<file path="config.mk">
export PLATFORM = sky130hd
export DESIGN_NAME = keyed_fifo_with_cancel_and_update
export DESIGN_NICKNAME = d
export VERILOG_FILES = /design/src/sv/kfq_pkg.sv /design/src/sv/kfq_ram.sv /design/src/sv/keyed_fifo_with_cancel_and_update.sv
export SDC_FILE = /design/constraint.sdc
export NUM_CORES = 2
export LEC_CHECK = 0
export ABC_AREA = 0
export BUFFER_PORTS_ARGS = -buffer_cell sky130_fd_sc_hd__buf_2
export CAP_MARGIN = 40
export CORE_MARGIN = 1.5
export CORE_UTILIZATION = 45
export DETAILED_ROUTE_END_ITERATION = 16
export PLACE_DENSITY = 0.7
export SYNTH_ARGS = -nofsm -noshare
export SYNTH_HDL_FRONTEND = slang
export SYNTH_HIERARCHICAL = 1
export SYNTH_SLANG_ARGS = --single-unit
</file>
<file path="constraint.sdc">
create_clock -name clk -period 10.8 [get_ports clk]
set_input_delay 1.62 -clock clk [delete_from_list [all_inputs] [get_ports clk]]
set_output_delay 1.62 -clock clk [all_outputs]
set_load 0.02 [all_outputs]
</file>
<file path="src/sv/kfq_pkg.sv">
// Shared types and codes for the keyed order queue.
package kfq_pkg;

	typedef enum logic [2:0] {
		KIND_ADD    = 3'd0,
		KIND_REMOVE = 3'd1,
		KIND_COUNT  = 3'd2,
		KIND_LIST   = 3'd3,
		KIND_POP    = 3'd4,
		KIND_CHANGE = 3'd5
	} kfq_kind_t;

	typedef enum logic [1:0] {
		STAT_OK        = 2'd0,
		STAT_EMPTY     = 2'd1,
		STAT_NOT_FOUND = 2'd2,
		STAT_FULL      = 2'd3
	} kfq_status_t;

	typedef struct packed {
		logic [15:0] num;
		logic [31:0] tag;
		logic [15:0] wid;
	} kfq_entry_t;

endpackage

</file>
<file path="src/sv/kfq_ram.sv">
// Entry store: one write port, one read port, registered read data.
module kfq_ram #(
	parameter int DEPTH = 16,
	parameter int AW    = 4
) (
	input  logic              clk,
	input  logic              wr_en,
	input  logic [AW-1:0]     wr_addr,
	input  kfq_pkg::kfq_entry_t wr_data,
	input  logic              rd_en,
	input  logic [AW-1:0]     rd_addr,
	output kfq_pkg::kfq_entry_t rd_data
);
	import kfq_pkg::*;

	kfq_entry_t mem [DEPTH];

	always_ff @(posedge clk) begin
		if (wr_en) begin
			mem[wr_addr] <= wr_data;
		end
	end

	always_ff @(posedge clk) begin
		if (rd_en) begin
			rd_data <= mem[rd_addr];
		end
	end

endmodule

</file>
<file path="src/sv/keyed_fifo_with_cancel_and_update.sv">
// Keyed order queue: a circular buffer of order entries in one RAM, with
// in-place remove, change, list and pop. One operation word is taken at a
// time. Add and count send their result from the execute state; pop reads
// the head entry there and sends it from the pop state. List streams one
// entry per cycle while the output is free. Remove and change first walk
// every held entry through the single RAM read port, one per cycle, then
// send their results, one per cycle while the output is free. The store
// needs no clearing after reset.
module keyed_fifo_with_cancel_and_update #(
	parameter int QUEUE_DEPTH = 16
) (
	input  logic        clk,
	input  logic        arst_n,
	input  logic        s_tvalid,
	output logic        s_tready,
	input  logic [63:0] s_tdata,  // customer_tag[31:0], widget_count[47:32], order_id[63:48]
	input  logic [2:0]  s_tuser,  // kind[2:0]
	output logic        m_tvalid,
	input  logic        m_tready,
	output logic [71:0] m_tdata,  // order_id_res[15:0], customer_tag_res[47:16],
	                              // widget_count_res[63:48], pending_count[68:64], zero[71:69]
	output logic [1:0]  m_tuser,  // status[1:0]
	output logic        m_tlast
);
	import kfq_pkg::*;

	localparam int AW = $clog2(QUEUE_DEPTH);
	localparam int CW = $clog2(QUEUE_DEPTH + 1);

	typedef enum logic [2:0] {
		ST_IDLE,
		ST_EXEC,
		ST_SCAN,
		ST_EMIT,
		ST_LIST,
		ST_POP
	} state_t;

	function automatic logic [AW-1:0] wrap_add(input logic [AW-1:0] base,
	                                           input logic [CW-1:0] off);
		logic [AW:0] s;
		s = (AW+1)'(base) + (AW+1)'(off);
		if (s >= (AW+1)'(QUEUE_DEPTH)) begin
			s = s - (AW+1)'(QUEUE_DEPTH);
		end
		return s[AW-1:0];
	endfunction

	state_t      state_q;
	kfq_kind_t   kind_q;
	logic [31:0] tag_q;
	logic [15:0] wid_q;
	logic [15:0] id_q;
	logic [AW-1:0] head_q;
	logic [CW-1:0] total_q;
	logic [15:0] next_q;
	logic [CW-1:0] rd_idx_q;
	logic [CW-1:0] kept_q;
	logic [CW-1:0] n_q;
	logic [CW-1:0] rem_q;
	logic        rd_v_s1;
	logic        rd_last_s1;
	logic [AW-1:0] rd_phys_s1;
	kfq_status_t em_status_q;
	logic [15:0] em_wid_q;
	logic [CW-1:0] em_pend_q;

	logic        out_valid_q;
	kfq_status_t out_status_q;
	logic [15:0] out_id_q;
	logic [31:0] out_tag_q;
	logic [15:0] out_wid_q;
	logic [4:0]  out_pend_q;
	logic        out_last_q;

	logic        out_free;
	logic        rd_en;
	logic [AW-1:0] rd_addr;
	kfq_entry_t  rd_data;
	logic        wr_en;
	logic [AW-1:0] wr_addr;
	kfq_entry_t  wr_data;
	logic        match;
	logic [CW-1:0] kept_n;
	logic [CW-1:0] n_n;

	kfq_ram #(
		.DEPTH (QUEUE_DEPTH),
		.AW    (AW)
	) u_ram (
		.clk     (clk),
		.wr_en   (wr_en),
		.wr_addr (wr_addr),
		.wr_data (wr_data),
		.rd_en   (rd_en),
		.rd_addr (rd_addr),
		.rd_data (rd_data)
	);

	assign out_free = !out_valid_q || m_tready;
	assign s_tready = (state_q == ST_IDLE);
	assign m_tvalid = out_valid_q;
	assign m_tdata  = {3'b000, out_pend_q, out_wid_q, out_tag_q, out_id_q};
	assign m_tuser  = out_status_q;
	assign m_tlast  = out_last_q;

	assign match  = (rd_data.num == id_q);
	assign kept_n = kept_q + CW'((kind_q == KIND_REMOVE) && !match);
	assign n_n    = n_q + CW'(match);

	always_comb begin
		rd_en   = 1'b0;
		rd_addr = wrap_add(head_q, rd_idx_q);
		unique case (state_q)
			ST_EXEC: begin
				rd_en   = out_free && (kind_q == KIND_POP) && (total_q != '0);
				rd_addr = head_q;
			end
			ST_SCAN: begin
				rd_en = (rd_idx_q < total_q);
			end
			ST_LIST: begin
				rd_en = (rd_idx_q < total_q) && (!rd_v_s1 || out_free);
			end
			default: begin
				rd_en = 1'b0;
			end
		endcase
	end

	always_comb begin
		wr_en   = 1'b0;
		wr_addr = wrap_add(head_q, total_q);
		wr_data = '{num: next_q, tag: tag_q, wid: wid_q};
		if (state_q == ST_EXEC) begin
			wr_en = out_free && (kind_q == KIND_ADD) && (total_q != CW'(QUEUE_DEPTH));
		end else if (state_q == ST_SCAN && rd_v_s1) begin
			if (kind_q == KIND_REMOVE) begin
				wr_en   = !match;
				wr_addr = wrap_add(head_q, kept_q);
				wr_data = rd_data;
			end else begin
				wr_en   = match;
				wr_addr = rd_phys_s1;
				wr_data = '{num: rd_data.num, tag: rd_data.tag, wid: wid_q};
			end
		end
	end

	always_ff @(posedge clk or negedge arst_n) begin
		if (!arst_n) begin
			state_q      <= ST_IDLE;
			kind_q       <= KIND_ADD;
			tag_q        <= '0;
			wid_q        <= '0;
			id_q         <= '0;
			head_q       <= '0;
			total_q      <= '0;
			next_q       <= 16'd1;
			rd_idx_q     <= '0;
			kept_q       <= '0;
			n_q          <= '0;
			rem_q        <= '0;
			rd_v_s1      <= 1'b0;
			rd_last_s1   <= 1'b0;
			rd_phys_s1   <= '0;
			em_status_q  <= STAT_OK;
			em_wid_q     <= '0;
			em_pend_q    <= '0;
			out_valid_q  <= 1'b0;
			out_status_q <= STAT_OK;
			out_id_q     <= '0;
			out_tag_q    <= '0;
			out_wid_q    <= '0;
			out_pend_q   <= '0;
			out_last_q   <= 1'b0;
		end else begin
			if (out_valid_q && m_tready) begin
				out_valid_q <= 1'b0;
			end
			unique case (state_q)
				ST_IDLE: begin
					if (s_tvalid) begin
						kind_q  <= kfq_kind_t'(s_tuser);
						tag_q   <= s_tdata[31:0];
						wid_q   <= s_tdata[47:32];
						id_q    <= s_tdata[63:48];
						state_q <= ST_EXEC;
					end
				end
				ST_EXEC: begin
					if (out_free) begin
						rd_idx_q     <= '0;
						kept_q       <= '0;
						n_q          <= '0;
						out_status_q <= STAT_OK;
						out_id_q     <= '0;
						out_tag_q    <= '0;
						out_wid_q    <= '0;
						out_pend_q   <= 5'(total_q);
						out_last_q   <= 1'b1;
						state_q      <= ST_IDLE;
						unique case (kind_q)
							KIND_ADD: begin
								out_valid_q <= 1'b1;
								if (total_q == CW'(QUEUE_DEPTH)) begin
									out_status_q <= STAT_FULL;
								end else begin
									out_id_q   <= next_q;
									out_pend_q <= 5'(total_q + CW'(1));
									total_q    <= total_q + CW'(1);
									next_q     <= (next_q == 16'hFFFF) ? 16'd1 : next_q + 16'd1;
								end
							end
							KIND_COUNT: begin
								out_valid_q <= 1'b1;
							end
							KIND_REMOVE, KIND_CHANGE, KIND_LIST, KIND_POP: begin
								if (total_q == '0) begin
									out_valid_q  <= 1'b1;
									out_status_q <= STAT_EMPTY;
								end else if (kind_q == KIND_LIST) begin
									state_q <= ST_LIST;
								end else if (kind_q == KIND_POP) begin
									state_q <= ST_POP;
								end else begin
									state_q <= ST_SCAN;
								end
							end
							default: begin
								state_q <= ST_IDLE;
							end
						endcase
					end
				end
				ST_SCAN: begin
					rd_idx_q   <= rd_idx_q + CW'(rd_en);
					rd_v_s1    <= rd_en;
					rd_phys_s1 <= rd_addr;
					rd_last_s1 <= (rd_idx_q + CW'(1) == total_q);
					if (rd_v_s1) begin
						kept_q <= kept_n;
						n_q    <= n_n;
						if (rd_last_s1) begin
							em_status_q <= (n_n == '0) ? STAT_NOT_FOUND : STAT_OK;
							em_wid_q    <= (n_n != '0 && kind_q == KIND_CHANGE) ? wid_q : 16'd0;
							rem_q       <= (n_n == '0) ? CW'(1) : n_n;
							if (kind_q == KIND_REMOVE) begin
								total_q   <= kept_n;
								em_pend_q <= kept_n;
							end else begin
								em_pend_q <= total_q;
							end
							state_q <= ST_EMIT;
						end
					end
				end
				ST_EMIT: begin
					if (out_free) begin
						out_valid_q  <= 1'b1;
						out_status_q <= em_status_q;
						out_id_q     <= id_q;
						out_tag_q    <= '0;
						out_wid_q    <= em_wid_q;
						out_pend_q   <= 5'(em_pend_q);
						out_last_q   <= (rem_q == CW'(1));
						rem_q        <= rem_q - CW'(1);
						if (rem_q == CW'(1)) begin
							state_q <= ST_IDLE;
						end
					end
				end
				ST_LIST: begin
					rd_idx_q <= rd_idx_q + CW'(rd_en);
					if (rd_en) begin
						rd_v_s1    <= 1'b1;
						rd_last_s1 <= (rd_idx_q + CW'(1) == total_q);
					end else if (out_free) begin
						rd_v_s1 <= 1'b0;
					end
					if (rd_v_s1 && out_free) begin
						out_valid_q  <= 1'b1;
						out_status_q <= STAT_OK;
						out_id_q     <= rd_data.num;
						out_tag_q    <= rd_data.tag;
						out_wid_q    <= rd_data.wid;
						out_pend_q   <= 5'(total_q);
						out_last_q   <= rd_last_s1;
						if (rd_last_s1) begin
							state_q <= ST_IDLE;
						end
					end
				end
				ST_POP: begin
					if (out_free) begin
						out_valid_q  <= 1'b1;
						out_status_q <= STAT_OK;
						out_id_q     <= rd_data.num;
						out_tag_q    <= rd_data.tag;
						out_wid_q    <= rd_data.wid;
						out_pend_q   <= 5'(total_q - CW'(1));
						out_last_q   <= 1'b1;
						head_q       <= wrap_add(head_q, CW'(1));
						total_q      <= total_q - CW'(1);
						state_q      <= ST_IDLE;
					end
				end
				default: begin
					state_q <= ST_IDLE;
				end
			endcase
		end
	end

	a_total_bound: assert property (@(posedge clk) disable iff (!arst_n)
		total_q <= CW'(QUEUE_DEPTH))
		else $error("entry count above queue depth");

	a_no_rw_clash: assert property (@(posedge clk) disable iff (!arst_n)
		(wr_en && rd_en) |-> (wr_addr != rd_addr))
		else $error("read and write of the same slot in one cycle");

	a_pop_count: assert property (@(posedge clk) disable iff (!arst_n)
		(state_q == ST_POP && out_free) |=> (total_q == $past(total_q) - CW'(1)))
		else $error("pop did not drop the entry count by one");

	a_idle_clean: assert property (@(posedge clk) disable iff (!arst_n)
		(state_q == ST_IDLE) |-> !rd_v_s1)
		else $error("read stage still busy while idle");

endmodule
</file>
==> metrics.csv <==
stage;metric;value;unit
power_and_ir_drop;Pleak;20.06;nW
critical_path;startpoint-to-endpoint class of the critical path;flop to flop;
run;count of maximum capacitance violations;0;
floorplanning;IO Pins;148;
grt;overflow left after global routing;0;
grt;vias in the first global route;26992;
floorplanning;Std-Cell Rows;123;
synth;post-synthesis area per instance;18.19;um^2
clock_network;CTS root buf;sky130_fd_sc_hd__clkbuf_16;
sta;unrepaired setup endpoints after global routing;false;
clock_network;H-tree Lvls;3;
clock_network;buffers inserted by post-CTS timing repair;0;
critical_path;Reg2Reg Capture Point;u_ram/mem[14][52];
critical_path;Critical R2R Launch;state_q[1];
synth;FF+latch count, synth;1304;
synth;main flop type after synthesis;sky130_fd_sc_hd__edfxtp_1;
power_and_ir_drop;overall power consumption;17.87;mW
clock_network;CTS sink cnt;1304;
drt;Post-DRT Antenna Nets;0;
critical_path;Worst Setup SP;state_q[1];
critical_path;worst reg2reg setup slack;5.32;ns
drt;Via Count;27008;
finish;area added between synthesis and finish;13.14;%
floorplanning;initial standard-cell utilization of the core;0.4563;
power_and_ir_drop;maximum ir drop on the vdd rail;0.0003249;V
synth;cell count after synthesis;2834;
grt;largest net degree at the start of global routing;157;
sta;Slew Viols, Final;0;
place;placement-stage cell area;54330;um^2
grt;GR Util All Layers;0.2012;
clock_network;Num CTS Buffers;121;
status;run status;finished, final reports clean;
floorplanning;horizontal die dimension;341.4;um
synth;asr flop ratio synth;0.1656;
floorplanning;area of the core;113000;um^2
floorplanning;Die Area;116600;um^2
critical_path;endpoint type of the worst setup path;flop;
critical_path;Worst Path Buf+Inv;1;
hold_path;type of the most critical hold path;flop to flop;
synth;Post-synth EDFFs;1088;
critical_path;CP cell instances;nor3b_2 > and2_4 > nand2_1 > o221ai_1 > nand3_1 > nor2_4 > buf_4;
sta;accumulated negative setup slack;0;ns
synth;number of library cell types mapped by synthesis;70;
critical_path;Levels on crit path;7;
clock_network;cells resized by post-CTS repair;0;
drt;initial drt markers;2852;
sta;Worst Tran Pin Value;1.115;ns
place;I/O Buffers;144;
finish;# diodes;0;
drt;DRT Pass-1 Iters;9;
critical_path;slowest cell delay on critical path;0.76;ns
drt;number of remaining DRC errors;0;
critical_path;number of cell instances on the worst register-to-register path;7;
critical_path;maximum fanout count along the critical path;45;
drt;Avg WL per Cell;25.50;um
clock_network;CTS tree;built;
floorplanning;die span in y;341.4;um
finish;nets;3098;
clock_network;hold buffer count at cts;0;
sta;tightest slew margin relative to the limit;0.2569;
place;final weighted congestion of routability-driven global placement;0.8490;
clock_network;clock tree buffer depth;3;
clock_network;Worst-Skew Late Latency;0.73;ns
grt;global-route wire length before repair;176000;um
sta;time the worst path needs with I/O delays and setup;5.478;ns
sta;final setup violation count;0;
synth;count of yosys warnings during synthesis;6;
sta;highest clock frequency the design can meet;182.6;MHz
synth;netlist area before placement;51540;um^2
grt;number of antenna violations at the first check in global routing;3;
critical_path;cell type of the slowest stage on the worst timing path;sky130_fd_sc_hd__buf_4;
critical_path;Critical Path AT;5.79;ns
critical_path;Worst Setup Start Kind;flop;
synth;sequential-to-total area share from yosys stat;0.7388;
finish;share of cells above drive strength 1;0.2509;
critical_path;Top Family by Delay on Critical Path;simple AND/OR/NAND/NOR gates;
drt;final routed wirelength across all metal layers;117300;um
finish;fillers;8918;
finish;fin area;58310;um^2
critical_path;endpoint required time on the critical path;11.12;ns
sta;clock skew after layout;0.04437;ns
critical_path;end of the critical path;u_ram/mem[14][52];
sta;total count of hold-check failures in the final report;0;
sta;share of the clock period used by the worst path after layout;0.5072;
clock_network;clock-pin slew on the worst setup and hold paths;0.07;ns
drt;detail-routed via count per cell;5.870;
place;HPWL after detailed placement;68240;um
power_and_ir_drop;ratio of total power to cell area;306.5;nW/um^2
[synth_stat cells (all sizes together) (4+ instances only)]
cell       n  share of area
a211oi     4        0.00058
a21o       5        0.00073
a21oi     27         0.0026
a221oi    19         0.0032
a222oi    16         0.0031
a22o      26         0.0044
a22oi    129          0.019
a31oi      5        0.00061
and2       4        0.00049
buf       65         0.0082
clkbuf   109         0.0079
dfrtp    215           0.10
edfxtp  1088           0.63
ha        29         0.0070
inv       22         0.0016
mux2      90          0.020
mux2i      4        0.00078
mux4     256           0.11
nand2    344          0.025
nand2b     8        0.00097
nand3     48         0.0047
nand3b     5        0.00073
nand4     15         0.0018
nor2      83         0.0062
nor2b      6        0.00073
nor3      12         0.0013
nor4       6        0.00073
o211ai     4        0.00058
o21ai     73         0.0071
o221ai     4        0.00068
o22ai      7        0.00085
o31ai      8         0.0012
xnor2     21         0.0036
xor2      32         0.0054
[how the worst min path moves through the flow]
stage,slack (ns),depth (start not counted),from,end
6_report,0.46,2,out_tag_q[6],out_tag_q[6]
5_1_grt,0.48,2,out_tag_q[6],out_tag_q[6]
4_1_cts,0.46,2,out_tag_q[6],out_tag_q[6]
3_5_place_dp,0.45,2,out_tag_q[11],out_tag_q[11]
3_3_place_gp,0.45,2,out_tag_q[25],out_tag_q[25]
2_1_floorplan,0.45,2,em_status_q[1],em_status_q[1]
[registers in the layout, indices dropped and copies added, names as in the netlist, 16 cells and up]
signal / flops
u_ram/mem: 1024
u_ram/rd_data: 64
out_tag_q: 32
tag_q: 32
em_wid_q: 16
id_q: 16
next_q: 16
out_id_q: 16
out_wid_q: 16
wid_q: 16
[power breakdown]
group | internal, mW | total, mW | switching (mW)
clock | 2.39 | 4.24 | 1.85
combinational | 2.72 | 6.48 | 3.76
sequential | 6.73 | 7.14 | 0.411
total | 11.8 | 17.9 | 6.03
[layout by cell type, fill, tap and decap left out, types with 43 or more instances in the layout]
cell                        Yosys  layout
sky130_fd_sc_hd__dfrtp_1      215     215
sky130_fd_sc_hd__clkbuf_16      0     121
sky130_fd_sc_hd__nor2_1        80      66
sky130_fd_sc_hd__nand2_1      344     343
sky130_fd_sc_hd__nand3_1       48      48
sky130_fd_sc_hd__mux2_2        90      89
sky130_fd_sc_hd__mux4_2       256     256
sky130_fd_sc_hd__edfxtp_1    1088    1088
sky130_fd_sc_hd__a22oi_1      129     129
sky130_fd_sc_hd__buf_2         15     147
sky130_fd_sc_hd__buf_4         10      43
sky130_fd_sc_hd__o21ai_0       69      67
[routing by layer]
metal  part of all wire  global-route usage
met5            0.00018                   0
met4              0.021             0.05398
met3              0.073             0.02733
met2               0.47              0.3172
met1               0.43              0.2966
[cells by family after synthesis]
kind of cell | count (synthesis) | share of synthesized area
flops | 1304 | 0.7388
simple gates | 553 | 0.04639
mux | 350 | 0.1323
compound gates | 345 | 0.04751
buf+inv | 196 | 0.01770
xor+xnor | 53 | 0.009007
fa+ha+maj | 32 | 0.008206
other cells | 1 | 0.00007276
[worst reg2reg max path, cell delays in order, from the launching register on]
cell and delay, ns:
sky130_fd_sc_hd__dfrtp_1 0.75, sky130_fd_sc_hd__nor3b_2 0.64, sky130_fd_sc_hd__and2_4 0.57, sky130_fd_sc_hd__nand2_1 0.67
sky130_fd_sc_hd__o221ai_1 0.56, sky130_fd_sc_hd__nand3_1 0.39, sky130_fd_sc_hd__nor2_4 0.72, sky130_fd_sc_hd__buf_4 0.76
[stage by stage]
| stage | hold WS, ns | util | cells | worst slack, ns |
|---|---|---|---|---|
| after floorplan | 0.4477 | - | 2836 | 2.716 |
| after global placement | 0.4493 | 0.4772 | 4350 | 5.021 |
| after detailed placement | 0.4512 | 0.4810 | 4371 | 5.385 |
| after CTS | 0.4647 | 0.5162 | 4600 | 5.305 |
| after global routing | 0.4827 | 0.5162 | 4601 | 5.001 |
| final | 0.4626 | 0.5162 | 4601 | 5.322 |
[cell type report]
type	instances	area (um^2)	area share
Sequential cell	1304	38080	0.6530
Multi-Input combinational cell	1336	12770	0.2190
Clock buffer	143	3131	0.05368
Inverter	22	82.58	0.001416
Clock inverter	86	848.3	0.01455
Timing Repair Buffer	210	1529	0.02622
Tap cell	1500	1877	0.03218
Note: power is estimated with default switching activity, not from simulation.
